## src/hw/rtl/lqlu_pkg.sv

```systemverilog
// Package for the linear Q-learning update block: sizes, codes, control-word
// layout, microcode table and fixed-point helper functions.
// No dependencies.
`default_nettype none

package lqlu_pkg;

    localparam int BEHAVIOR_COUNT = 4;
    localparam int SLOT_COUNT     = BEHAVIOR_COUNT + 2;
    localparam int CNT_W          = $clog2(SLOT_COUNT);
    localparam int BEH_W          = 4;
    localparam int W_W            = 32;
    localparam int FEAT_W         = 16;
    localparam int COEF_W         = 16;
    localparam int REW_W          = 16;
    localparam int MUL_B_W        = 17;
    localparam int MUL_W          = W_W + MUL_B_W;
    localparam int ACC_W          = 52;
    localparam int ADDR_W         = 3;
    localparam int DATA_W         = 32;

    localparam logic [FEAT_W-1:0] ONE_Q15         = 16'h8000;
    localparam logic [COEF_W-1:0] LEARN_RATE_RST  = 16'd6554;
    localparam logic [COEF_W-1:0] DISCOUNT_RST    = 16'd58982;
    localparam logic signed [W_W-1:0] Q_MAX       = 32'sh7fff_ffff;
    localparam logic signed [W_W-1:0] Q_MIN       = 32'sh8000_0000;
    localparam logic [CNT_W-1:0] BEH_LAST         = CNT_W'(BEHAVIOR_COUNT - 1);
    localparam logic [CNT_W-1:0] SLOT_LAST        = CNT_W'(SLOT_COUNT - 1);
    localparam logic [CNT_W-1:0] SLOT_FEAT0       = CNT_W'(BEHAVIOR_COUNT);
    localparam logic [CNT_W-1:0] SLOT_FEAT1       = CNT_W'(BEHAVIOR_COUNT + 1);

    typedef enum logic [1:0] {
        REQ_LOAD   = 2'd0,
        REQ_CHOOSE = 2'd1,
        REQ_LEARN  = 2'd2
    } req_type_t;

    typedef enum logic {
        CFG_LEARNING_RATE = 1'b0,
        CFG_GAMMA         = 1'b1
    } cfg_reg_t;

    typedef enum logic [3:0] {
        S_RD_F0,
        S_MUL_F0,
        S_MUL_F1,
        S_ACC_SUM,
        S_EVAL,
        S_CMP,
        S_COMMIT,
        S_GAMMA,
        S_ACC_G,
        S_ERR,
        S_ALPHA,
        S_DELTA,
        S_SNAP_MUL,
        S_W_UPD,
        S_DONE
    } step_t;

    typedef enum logic [2:0] {
        RD_NONE,
        RD_FEAT0,
        RD_FEAT1,
        RD_CNT,
        RD_CNT_INC
    } rd_sel_t;

    typedef enum logic [2:0] {
        MUL_NONE,
        MUL_WF0,
        MUL_WF1,
        MUL_GAMMA,
        MUL_ALPHA,
        MUL_SNAP
    } mul_sel_t;

    typedef enum logic [3:0] {
        OP_NOP,
        OP_ACC_LOAD,
        OP_ACC_ADD,
        OP_Q_EVAL,
        OP_Q_CMP,
        OP_COMMIT,
        OP_ACC_GAMMA,
        OP_ERR,
        OP_DELTA,
        OP_W_UPD
    } dp_op_t;

    typedef enum logic [2:0] {
        JMP_NEXT,
        JMP_LOOP_BEH,
        JMP_LOOP_SLOT,
        JMP_CHOOSE,
        JMP_WAIT_OUT
    } jmp_t;

    typedef struct packed {
        rd_sel_t  rd;
        mul_sel_t mul;
        dp_op_t   op;
        jmp_t     jmp;
        step_t    target;
    } ucw_t;

    function automatic ucw_t ucode_rom(input step_t addr);
        ucw_t w;
        w = '{rd: RD_NONE, mul: MUL_NONE, op: OP_NOP, jmp: JMP_NEXT, target: S_RD_F0};
        case (addr)
            S_RD_F0:
            begin
                w.rd = RD_FEAT0;
            end
            S_MUL_F0:
            begin
                w.rd  = RD_FEAT1;
                w.mul = MUL_WF0;
            end
            S_MUL_F1:
            begin
                w.mul = MUL_WF1;
                w.op  = OP_ACC_LOAD;
            end
            S_ACC_SUM:
            begin
                w.rd = RD_CNT;
                w.op = OP_ACC_ADD;
            end
            S_EVAL:
            begin
                w.op = OP_Q_EVAL;
            end
            S_CMP:
            begin
                w.rd     = RD_CNT_INC;
                w.op     = OP_Q_CMP;
                w.jmp    = JMP_LOOP_BEH;
                w.target = S_EVAL;
            end
            S_COMMIT:
            begin
                w.op     = OP_COMMIT;
                w.jmp    = JMP_CHOOSE;
                w.target = S_DONE;
            end
            S_GAMMA:
            begin
                w.mul = MUL_GAMMA;
            end
            S_ACC_G:
            begin
                w.op = OP_ACC_GAMMA;
            end
            S_ERR:
            begin
                w.op = OP_ERR;
            end
            S_ALPHA:
            begin
                w.rd  = RD_CNT;
                w.mul = MUL_ALPHA;
            end
            S_DELTA:
            begin
                w.op = OP_DELTA;
            end
            S_SNAP_MUL:
            begin
                w.mul = MUL_SNAP;
            end
            S_W_UPD:
            begin
                w.rd     = RD_CNT_INC;
                w.op     = OP_W_UPD;
                w.jmp    = JMP_LOOP_SLOT;
                w.target = S_SNAP_MUL;
            end
            S_DONE:
            begin
                w.jmp = JMP_WAIT_OUT;
            end
            default:
            begin
                w.jmp = JMP_WAIT_OUT;
            end
        endcase
        return w;
    endfunction

    // add half an LSB, then floor
    function automatic logic signed [ACC_W-1:0] round_shr(
        input logic signed [ACC_W-1:0] v,
        input int unsigned             sh
    );
        logic signed [ACC_W-1:0] bias;
        bias = ACC_W'(1) << (sh - 1);
        return (v + bias) >>> sh;
    endfunction

    function automatic logic signed [W_W-1:0] sat32(input logic signed [ACC_W-1:0] v);
        logic [ACC_W-W_W:0] top;
        top = v[ACC_W-1:W_W-1];
        if (top == '0 || top == '1)
        begin
            return v[W_W-1:0];
        end
        else if (v[ACC_W-1])
        begin
            return Q_MIN;
        end
        else
        begin
            return Q_MAX;
        end
    endfunction

endpackage

`default_nettype wire

```

## src/hw/rtl/linear_q_learning_update.sv

```systemverilog
// Top level of the linear Q-learning update block: microcoded sequencer,
// shared multiplier datapath, weight and feature state, APB register port.
// Depends on lqlu_pkg.
`default_nettype none

// Takes one request word at a time (load features, choose behavior, learn with
// reward) and returns one response word per request: the chosen behavior and
// the latest maximum q value. A load, or an unused request code, runs only the
// final step of the microcode program. In that program every behavior costs
// two steps of q evaluation and compare, and every weight costs two steps of
// the single 32x17 multiplier and the single weight read port. A new request
// is taken while the previous response still waits; the program then holds in
// its last step until the response register is free. learning_rate is at byte
// address 0 and gamma at byte address 4.
module linear_q_learning_update (
    input  logic                               clk,
    input  logic                               rst_n,
    input  logic                               req_valid,
    output logic                               req_ready,
    input  logic [1:0]                         req_type,
    input  logic [lqlu_pkg::FEAT_W-1:0]        feature_ghost,
    input  logic [lqlu_pkg::FEAT_W-1:0]        feature_food,
    input  logic signed [lqlu_pkg::REW_W-1:0]  reward,
    output logic                               rsp_valid,
    input  logic                               rsp_ready,
    output logic [lqlu_pkg::BEH_W-1:0]         chosen_behavior,
    output logic signed [lqlu_pkg::W_W-1:0]    peak_q,
    input  logic                               psel,
    input  logic                               penable,
    input  logic                               pwrite,
    input  logic [lqlu_pkg::ADDR_W-1:0]        paddr,
    input  logic [lqlu_pkg::DATA_W-1:0]        pwdata,
    output logic [lqlu_pkg::DATA_W-1:0]        prdata,
    output logic                               pready
);
    import lqlu_pkg::*;

    logic                     busy_reg;
    logic                     busy_next;
    step_t                    step_reg;
    step_t                    step_next;
    logic [CNT_W-1:0]         cnt_reg;
    logic [CNT_W-1:0]         cnt_next;
    req_type_t                req_reg;
    req_type_t                req_next;
    logic signed [REW_W-1:0]  reward_reg;
    logic signed [REW_W-1:0]  reward_next;
    logic                     rsp_valid_reg;
    logic                     rsp_valid_next;
    logic [BEH_W-1:0]         rsp_beh_reg;
    logic [BEH_W-1:0]         rsp_beh_next;
    logic signed [W_W-1:0]    rsp_q_reg;
    logic signed [W_W-1:0]    rsp_q_next;

    logic [COEF_W-1:0]        learning_rate_reg;
    logic [COEF_W-1:0]        gamma_reg;

    logic signed [W_W-1:0]    weight_reg [SLOT_COUNT];
    logic [FEAT_W-1:0]        feat_reg [2];
    logic [FEAT_W-1:0]        snap_reg [SLOT_COUNT];
    logic signed [W_W-1:0]    prev_reg;
    logic signed [W_W-1:0]    latest_reg;
    logic [BEH_W-1:0]         behavior_reg;

    logic signed [W_W-1:0]    rd_data_reg;
    logic signed [MUL_W-1:0]  prod_reg;
    logic signed [ACC_W-1:0]  acc_reg;
    logic signed [W_W-1:0]    q_reg;
    logic signed [W_W-1:0]    best_reg;
    logic [BEH_W-1:0]         best_idx_reg;
    logic signed [W_W-1:0]    err_reg;
    logic signed [W_W-1:0]    delta_reg;

    ucw_t                     ucw;
    logic                     req_fire;
    logic                     rsp_free;
    logic                     cfg_write;
    logic [CNT_W-1:0]         rd_addr;
    logic                     rd_in_range;
    logic signed [W_W-1:0]    mul_a;
    logic signed [MUL_B_W-1:0] mul_b;
    logic signed [MUL_W-1:0]  mul_full;
    logic signed [ACC_W-1:0]  q_sum;
    logic signed [W_W-1:0]    q_val;
    logic signed [ACC_W-1:0]  gamma_term;
    logic signed [W_W-1:0]    err_val;
    logic signed [ACC_W-1:0]  delta_full;
    logic signed [ACC_W-1:0]  corr;
    logic signed [W_W-1:0]    w_new;

    assign ucw       = ucode_rom(step_reg);
    assign req_ready = !busy_reg;
    assign req_fire  = req_valid && req_ready;
    assign rsp_free  = !rsp_valid_reg || rsp_ready;
    assign cfg_write = psel && penable && pwrite;
    assign pready    = 1'b1;

    assign rsp_valid       = rsp_valid_reg;
    assign chosen_behavior = rsp_beh_reg;
    assign peak_q          = rsp_q_reg;

    // configuration registers
    always_ff @(posedge clk or negedge rst_n)
    begin
        if (!rst_n)
        begin
            learning_rate_reg <= LEARN_RATE_RST;
            gamma_reg         <= DISCOUNT_RST;
        end
        else if (cfg_write)
        begin
            case (cfg_reg_t'(paddr[2]))
                CFG_LEARNING_RATE: learning_rate_reg <= pwdata[COEF_W-1:0];
                CFG_GAMMA:         gamma_reg         <= pwdata[COEF_W-1:0];
                default:           learning_rate_reg <= learning_rate_reg;
            endcase
        end
    end

    always_comb
    begin
        case (cfg_reg_t'(paddr[2]))
            CFG_LEARNING_RATE: prdata = DATA_W'(learning_rate_reg);
            CFG_GAMMA:         prdata = DATA_W'(gamma_reg);
            default:           prdata = '0;
        endcase
    end

    // sequencer: step counter, loop counter, jumps
    always_comb
    begin
        busy_next      = busy_reg;
        step_next      = step_reg;
        cnt_next       = cnt_reg;
        req_next       = req_reg;
        reward_next    = reward_reg;
        rsp_valid_next = rsp_valid_reg && !rsp_ready;
        rsp_beh_next   = rsp_beh_reg;
        rsp_q_next     = rsp_q_reg;
        if (!busy_reg)
        begin
            if (req_valid)
            begin
                busy_next   = 1'b1;
                cnt_next    = '0;
                req_next    = req_type_t'(req_type);
                reward_next = reward;
                if (req_type == REQ_CHOOSE || req_type == REQ_LEARN)
                begin
                    step_next = S_RD_F0;
                end
                else
                begin
                    step_next = S_DONE;
                end
            end
        end
        else
        begin
            case (ucw.jmp)
                JMP_NEXT:
                begin
                    step_next = step_t'(step_reg + 1'b1);
                end
                JMP_LOOP_BEH:
                begin
                    if (cnt_reg == BEH_LAST)
                    begin
                        cnt_next  = '0;
                        step_next = step_t'(step_reg + 1'b1);
                    end
                    else
                    begin
                        cnt_next  = cnt_reg + 1'b1;
                        step_next = ucw.target;
                    end
                end
                JMP_LOOP_SLOT:
                begin
                    if (cnt_reg == SLOT_LAST)
                    begin
                        cnt_next  = '0;
                        step_next = step_t'(step_reg + 1'b1);
                    end
                    else
                    begin
                        cnt_next  = cnt_reg + 1'b1;
                        step_next = ucw.target;
                    end
                end
                JMP_CHOOSE:
                begin
                    if (req_reg == REQ_CHOOSE)
                    begin
                        step_next = ucw.target;
                    end
                    else
                    begin
                        step_next = step_t'(step_reg + 1'b1);
                    end
                end
                JMP_WAIT_OUT:
                begin
                    if (rsp_free)
                    begin
                        busy_next      = 1'b0;
                        rsp_valid_next = 1'b1;
                        rsp_beh_next   = behavior_reg;
                        rsp_q_next     = latest_reg;
                    end
                end
                default:
                begin
                    step_next = S_DONE;
                end
            endcase
        end
    end

    always_ff @(posedge clk or negedge rst_n)
    begin
        if (!rst_n)
        begin
            busy_reg      <= 1'b0;
            step_reg      <= S_DONE;
            cnt_reg       <= '0;
            req_reg       <= REQ_LOAD;
            reward_reg    <= '0;
            rsp_valid_reg <= 1'b0;
            rsp_beh_reg   <= '0;
            rsp_q_reg     <= '0;
        end
        else
        begin
            busy_reg      <= busy_next;
            step_reg      <= step_next;
            cnt_reg       <= cnt_next;
            req_reg       <= req_next;
            reward_reg    <= reward_next;
            rsp_valid_reg <= rsp_valid_next;
            rsp_beh_reg   <= rsp_beh_next;
            rsp_q_reg     <= rsp_q_next;
        end
    end

    // weight read port
    always_comb
    begin
        case (ucw.rd)
            RD_FEAT0:   rd_addr = SLOT_FEAT0;
            RD_FEAT1:   rd_addr = SLOT_FEAT1;
            RD_CNT:     rd_addr = cnt_reg;
            RD_CNT_INC: rd_addr = cnt_reg + 1'b1;
            default:    rd_addr = cnt_reg;
        endcase
    end

    assign rd_in_range = ({1'b0, rd_addr} < (CNT_W + 1)'(SLOT_COUNT));

    // shared multiplier operand select
    always_comb
    begin
        case (ucw.mul)
            MUL_WF0:
            begin
                mul_a = rd_data_reg;
                mul_b = signed'({1'b0, feat_reg[0]});
            end
            MUL_WF1:
            begin
                mul_a = rd_data_reg;
                mul_b = signed'({1'b0, feat_reg[1]});
            end
            MUL_GAMMA:
            begin
                mul_a = latest_reg;
                mul_b = signed'({1'b0, gamma_reg});
            end
            MUL_ALPHA:
            begin
                mul_a = err_reg;
                mul_b = signed'({1'b0, learning_rate_reg});
            end
            MUL_SNAP:
            begin
                mul_a = delta_reg;
                mul_b = signed'({1'b0, snap_reg[cnt_reg]});
            end
            default:
            begin
                mul_a = rd_data_reg;
                mul_b = '0;
            end
        endcase
    end

    assign mul_full   = MUL_W'(mul_a) * MUL_W'(mul_b);
    assign q_sum      = (ACC_W'(rd_data_reg) <<< 15) + acc_reg;
    assign q_val      = sat32(round_shr(q_sum, 15));
    assign gamma_term = round_shr(ACC_W'(prod_reg), 16) + (ACC_W'(reward_reg) <<< 16);
    assign err_val    = sat32(acc_reg - ACC_W'(prev_reg));
    assign delta_full = round_shr(ACC_W'(prod_reg), 16);
    assign corr       = round_shr(ACC_W'(prod_reg), 15);
    assign w_new      = sat32(ACC_W'(rd_data_reg) + corr);

    // datapath working registers
    always_ff @(posedge clk)
    begin
        if (busy_reg)
        begin
            if (ucw.rd != RD_NONE)
            begin
                rd_data_reg <= rd_in_range ? weight_reg[rd_addr] : '0;
            end
            if (ucw.mul != MUL_NONE)
            begin
                prod_reg <= mul_full;
            end
            case (ucw.op)
                OP_ACC_LOAD:  acc_reg <= ACC_W'(prod_reg);
                OP_ACC_ADD:   acc_reg <= acc_reg + ACC_W'(prod_reg);
                OP_ACC_GAMMA: acc_reg <= gamma_term;
                OP_Q_EVAL:    q_reg   <= q_val;
                OP_Q_CMP:
                begin
                    if (cnt_reg == '0 || q_reg > best_reg)
                    begin
                        best_reg     <= q_reg;
                        best_idx_reg <= BEH_W'(cnt_reg);
                    end
                end
                OP_ERR:       err_reg   <= err_val;
                OP_DELTA:     delta_reg <= delta_full[W_W-1:0];
                default:      acc_reg   <= acc_reg;
            endcase
        end
    end

    // architectural state
    always_ff @(posedge clk or negedge rst_n)
    begin
        if (!rst_n)
        begin
            for (int i = 0; i < SLOT_COUNT; i++)
            begin
                weight_reg[i] <= '0;
                snap_reg[i]   <= '0;
            end
            feat_reg[0]  <= '0;
            feat_reg[1]  <= '0;
            prev_reg     <= '0;
            latest_reg   <= '0;
            behavior_reg <= '0;
        end
        else
        begin
            if (req_fire && req_type == REQ_LOAD)
            begin
                feat_reg[0] <= feature_ghost;
                feat_reg[1] <= feature_food;
            end
            if (busy_reg)
            begin
                case (ucw.op)
                    OP_COMMIT:
                    begin
                        prev_reg     <= latest_reg;
                        latest_reg   <= best_reg;
                        behavior_reg <= best_idx_reg;
                        if (req_reg == REQ_CHOOSE)
                        begin
                            for (int i = 0; i < BEHAVIOR_COUNT; i++)
                            begin
                                snap_reg[i] <= (BEH_W'(i) == best_idx_reg) ? ONE_Q15 : '0;
                            end
                            snap_reg[SLOT_FEAT0] <= feat_reg[0];
                            snap_reg[SLOT_FEAT1] <= feat_reg[1];
                        end
                    end
                    OP_W_UPD:
                    begin
                        weight_reg[cnt_reg] <= w_new;
                    end
                    default:
                    begin
                        prev_reg <= prev_reg;
                    end
                endcase
            end
        end
    end

`ifndef SYNTHESIS
    a_cnt_bound: assert property (@(posedge clk) disable iff (!rst_n)
        busy_reg |-> ({1'b0, cnt_reg} < (CNT_W + 1)'(SLOT_COUNT)))
        else $error("loop counter out of range");

    a_rsp_from_done: assert property (@(posedge clk) disable iff (!rst_n)
        $rose(rsp_valid_reg) |-> $past(busy_reg && step_reg == S_DONE))
        else $error("response raised outside the final step");

    a_load_features: assert property (@(posedge clk) disable iff (!rst_n)
        (req_valid && req_ready && req_type == REQ_LOAD) |=>
            (feat_reg[0] == $past(feature_ghost) && feat_reg[1] == $past(feature_food)))
        else $error("feature load lost");

    a_update_only_learn: assert property (@(posedge clk) disable iff (!rst_n)
        (busy_reg && ucw.op == OP_W_UPD) |-> (req_reg == REQ_LEARN))
        else $error("weight update outside a learn request");
`endif

endmodule

`default_nettype wire
```

## config.mk

```make
export PLATFORM = sky130hd
export DESIGN_NAME = linear_q_learning_update
export DESIGN_NICKNAME = d
export VERILOG_FILES = /design/src/hw/rtl/lqlu_pkg.sv /design/src/hw/rtl/linear_q_learning_update.sv
export SDC_FILE = /design/constraint.sdc
export NUM_CORES = 2
export LEC_CHECK = 0
export BUFFER_PORTS_ARGS = -buffer_cell sky130_fd_sc_hd__buf_2
export CAP_MARGIN = 10
export CORE_MARGIN = 5
export CORE_UTILIZATION = 65
export CTS_CLUSTER_DIAMETER = 150
export DETAILED_ROUTE_END_ITERATION = 16
export PLACE_DENSITY_LB_ADDON = 0.3
export SETUP_SLACK_MARGIN = 0.15
export SLEW_MARGIN = 20
export SYNTH_ARGS = -nofsm -noshare
export SYNTH_HDL_FRONTEND = slang
export SYNTH_SLANG_ARGS = --single-unit
```

## constraint.sdc

```tcl
create_clock -name clk -period 15.94 [get_ports clk]
set_clock_uncertainty 0.1 [all_clocks]
set_input_delay 3.188 -clock clk [delete_from_list [all_inputs] [get_ports clk]]
set_output_delay 3.188 -clock clk [all_outputs]
set_load 0.01 [all_outputs]
```

==> reports/results.txt <==
Status -> finished, final reports clean
Count of flip-flops with a built-in enable after synthesis -> 264
Post-cts sizing count -> 0
Final Hold Vio Count -> 0
# IOs -> 163
GRT Util Overall -> 0.374
Slowest Stage Delay on Critical Path -> 730 ps
Max reg flops -> 192
Sequential-to-total area share from yosys stat -> 0.312
CP Capture Type -> flip-flop
Area grow syn2layout -> 7.46%
Commonest cells in the netlist -> nand2_1, inv_1, nor2_1
Syn avg cell area -> 9.13 µm²
Hold WS -> 360 ps
Worst path slowest cell -> o311ai_0
Initial antenna violation count -> 11
Congestion Overflow GR -> 0
Vias per cell -> 6.43
Synth Cell Area -> 59200 µm²
Kind of cell adding the most delay to the critical path -> adder cells
Final period util -> 0.683
Most common cell on crit path -> fa_1
CP max FO -> 51
Top cells by area, synth -> dfrtp_1, fa_1, edfxtp_1, ha_1, nand2_1
First DRT Iteration DRCs -> 5347
Clock buffer depth -> 3
DRC violations left -> 0
CP arrival -> 11190 ps
Root Buffer -> clkbuf_16
Die footprint -> 97300 µm²
Core area -> 90300 µm²
Syn Inst Count -> 6485
Dpl cells -> 7568
Hold Path Class -> reg -> reg
Cell with the most instances after synthesis -> nand2_1
Seq cells post-synth -> 685
Fin Setup TNS -> 0 ps
Syn. warnings -> 0
Final non-filler cell total -> 7716
Fin. max-slew vios -> 0
Clock Sinks -> 685
Final setup viols -> 0
First-pass GRT wire length -> 284 mm
# nets final -> 7409
Reg area -> 18500 µm²
TritonCTS clock tree -> yes
Slew HR -> 0.196
Die width -> 312 µm
Post-CTS Setup Bufs -> 0
# H-tree levels -> 3
Drt total wl -> 184 mm
Vias -> 49.6k
Max frequency -> 91.9 MHz
Post-synth top area cell -> dfrtp_1
Wire length per cell -> 23.9 µm
Worst slew pin tran -> 1190 ps
Drt pass-1 iters -> 6
GP Congestion -> 1.04
RSZ-0062 raised after global routing -> no
Max-cap viol count -> 0
WP buf/inv -> 6
Layout cells sized above 1 -> 0.0940
Worst setup path class -> reg -> reg
Vias in the first global route -> 49.1k
Hold_buf cts -> 0
Row count -> 110
Yosys top cell area share -> 0.170
Synth async-reset ratio -> 0.615
Clock transition at path regs -> 60 ps
I/O Buffers -> 126
Largest net degree at the start of global routing -> 103
Num CTS Buffers -> 76
Minimum clock period -> 10890 ps
Final antenna-violating net count -> 0
FILL cells -> 6872
Synth unique cells -> 97
Area of the multi-input gates -> 36900 µm²
Die Y -> 312 µm
Worst path required time -> 16240 ps
HPWL after detailed placement -> 137 mm
Starting density of the core -> 0.656
Worst Setup Start Kind -> flip-flop
Top FF cell, synth -> dfrtp_1
Clock Latency Late Sink -> 660 ps
## kinds of logic after synthesis
logic type | Yosys count | synth area share
AO/OA/AOI/OAI | 1390 | 0.148
XOR/XNOR | 279 | 0.0413
adder cells (fa/ha/maj) | 846 | 0.241
buffers and inverters | 1069 | 0.0696
flip-flops | 685 | 0.312
multiplexers | 210 | 0.0393
other | 2 | 0.000127
AND/OR/NAND/NOR | 2004 | 0.149
## metrics by stage
step / area (µm²) / setup WS (ps) / utilization
2_1_floorplan: 59300 / 5490 / -
3_3_place_gp: 61000 / 5650 / 0.675
3_5_place_dp: 61000 / 5350 / 0.675
4_1_cts: 63600 / 5250 / 0.705
5_1_grt: 63600 / 4610 / 0.705
6_report: 63700 / 5050 / 0.705
## cells in the final DEF, fill, tap and decap left out, types with 111 or more instances in the layout
master      n
nand2_1   843
inv_1     732
mux2_2    169
xnor2_1   167
dfrtp_1   402
o21ai_0   295
xor2_1    111
a21o_1    142
nor2_1    573
ha_1      352
buf_2     125
a21oi_1   502
fa_1      494
edfxtp_1  264
nand3_1   198
## final timing paths
check / start / endpoint / slack (ps) / cells past startpoint
setup reg to reg: step_reg[1]$_DFFE_PN1P_ / prod_reg[47]$_DFFE_PP_ / 5050 / 31
min in group asynchronous: rst_n / weight_reg[21]$_DFFE_PN0P_ / 2440 / 1
setup / recovery: step_reg[1]$_DFFE_PN1P_ / prod_reg[47]$_DFFE_PP_ / 5050 / 31
max in group asynchronous: rst_n / gamma_reg[3]$_DFFE_PN0P_ / 10130 / 4
hold / removal: q_reg[14]$_DFFE_PP_ / best_reg[14]$_DFFE_PP_ / 360 / 0
hold reg to reg: q_reg[14]$_DFFE_PP_ / best_reg[14]$_DFFE_PP_ / 360 / 0
## area by class of cell
cell class,instances,area share
multi-input cells,4747,0.579
flip-flops and latches,685,0.290
inverters,733,0.0432
clock buffers,106,0.0348
well taps,1176,0.0231
repair buffers,228,0.0222
clock inverters,35,0.00686
diodes,6,0.000236
## worst reg2reg max path: cells and delay by family (launching register included)
| family | cells | cell delay, ps |
|---|---|---|
| AND/OR/NAND/NOR | 7 | 1200 |
| flip-flops | 1 | 580 |
| multiplexers | 1 | 180 |
| adder cells (fa/ha/maj) | 8 | 4130 |
| AO/OA/AOI/OAI | 9 | 3450 |
| buffers and inverters | 6 | 980 |
## routing by layer
| metal | global-route usage | vias up | routed length [µm] |
|---|---|---|---|
| li1 | - | 21900 | - |
| met1 | 0.491 | 24300 | 68700 |
| met2 | 0.583 | 2749 | 82100 |
| met3 | 0.0946 | 662 | 21500 |
| met4 | 0.192 | 6 | 12000 |
| met5 | 0 | - | 55 |
Power is left out: the tool's default activity adds up to more than one toggle a clock period on the data nets, which glitch-free logic cannot reach.
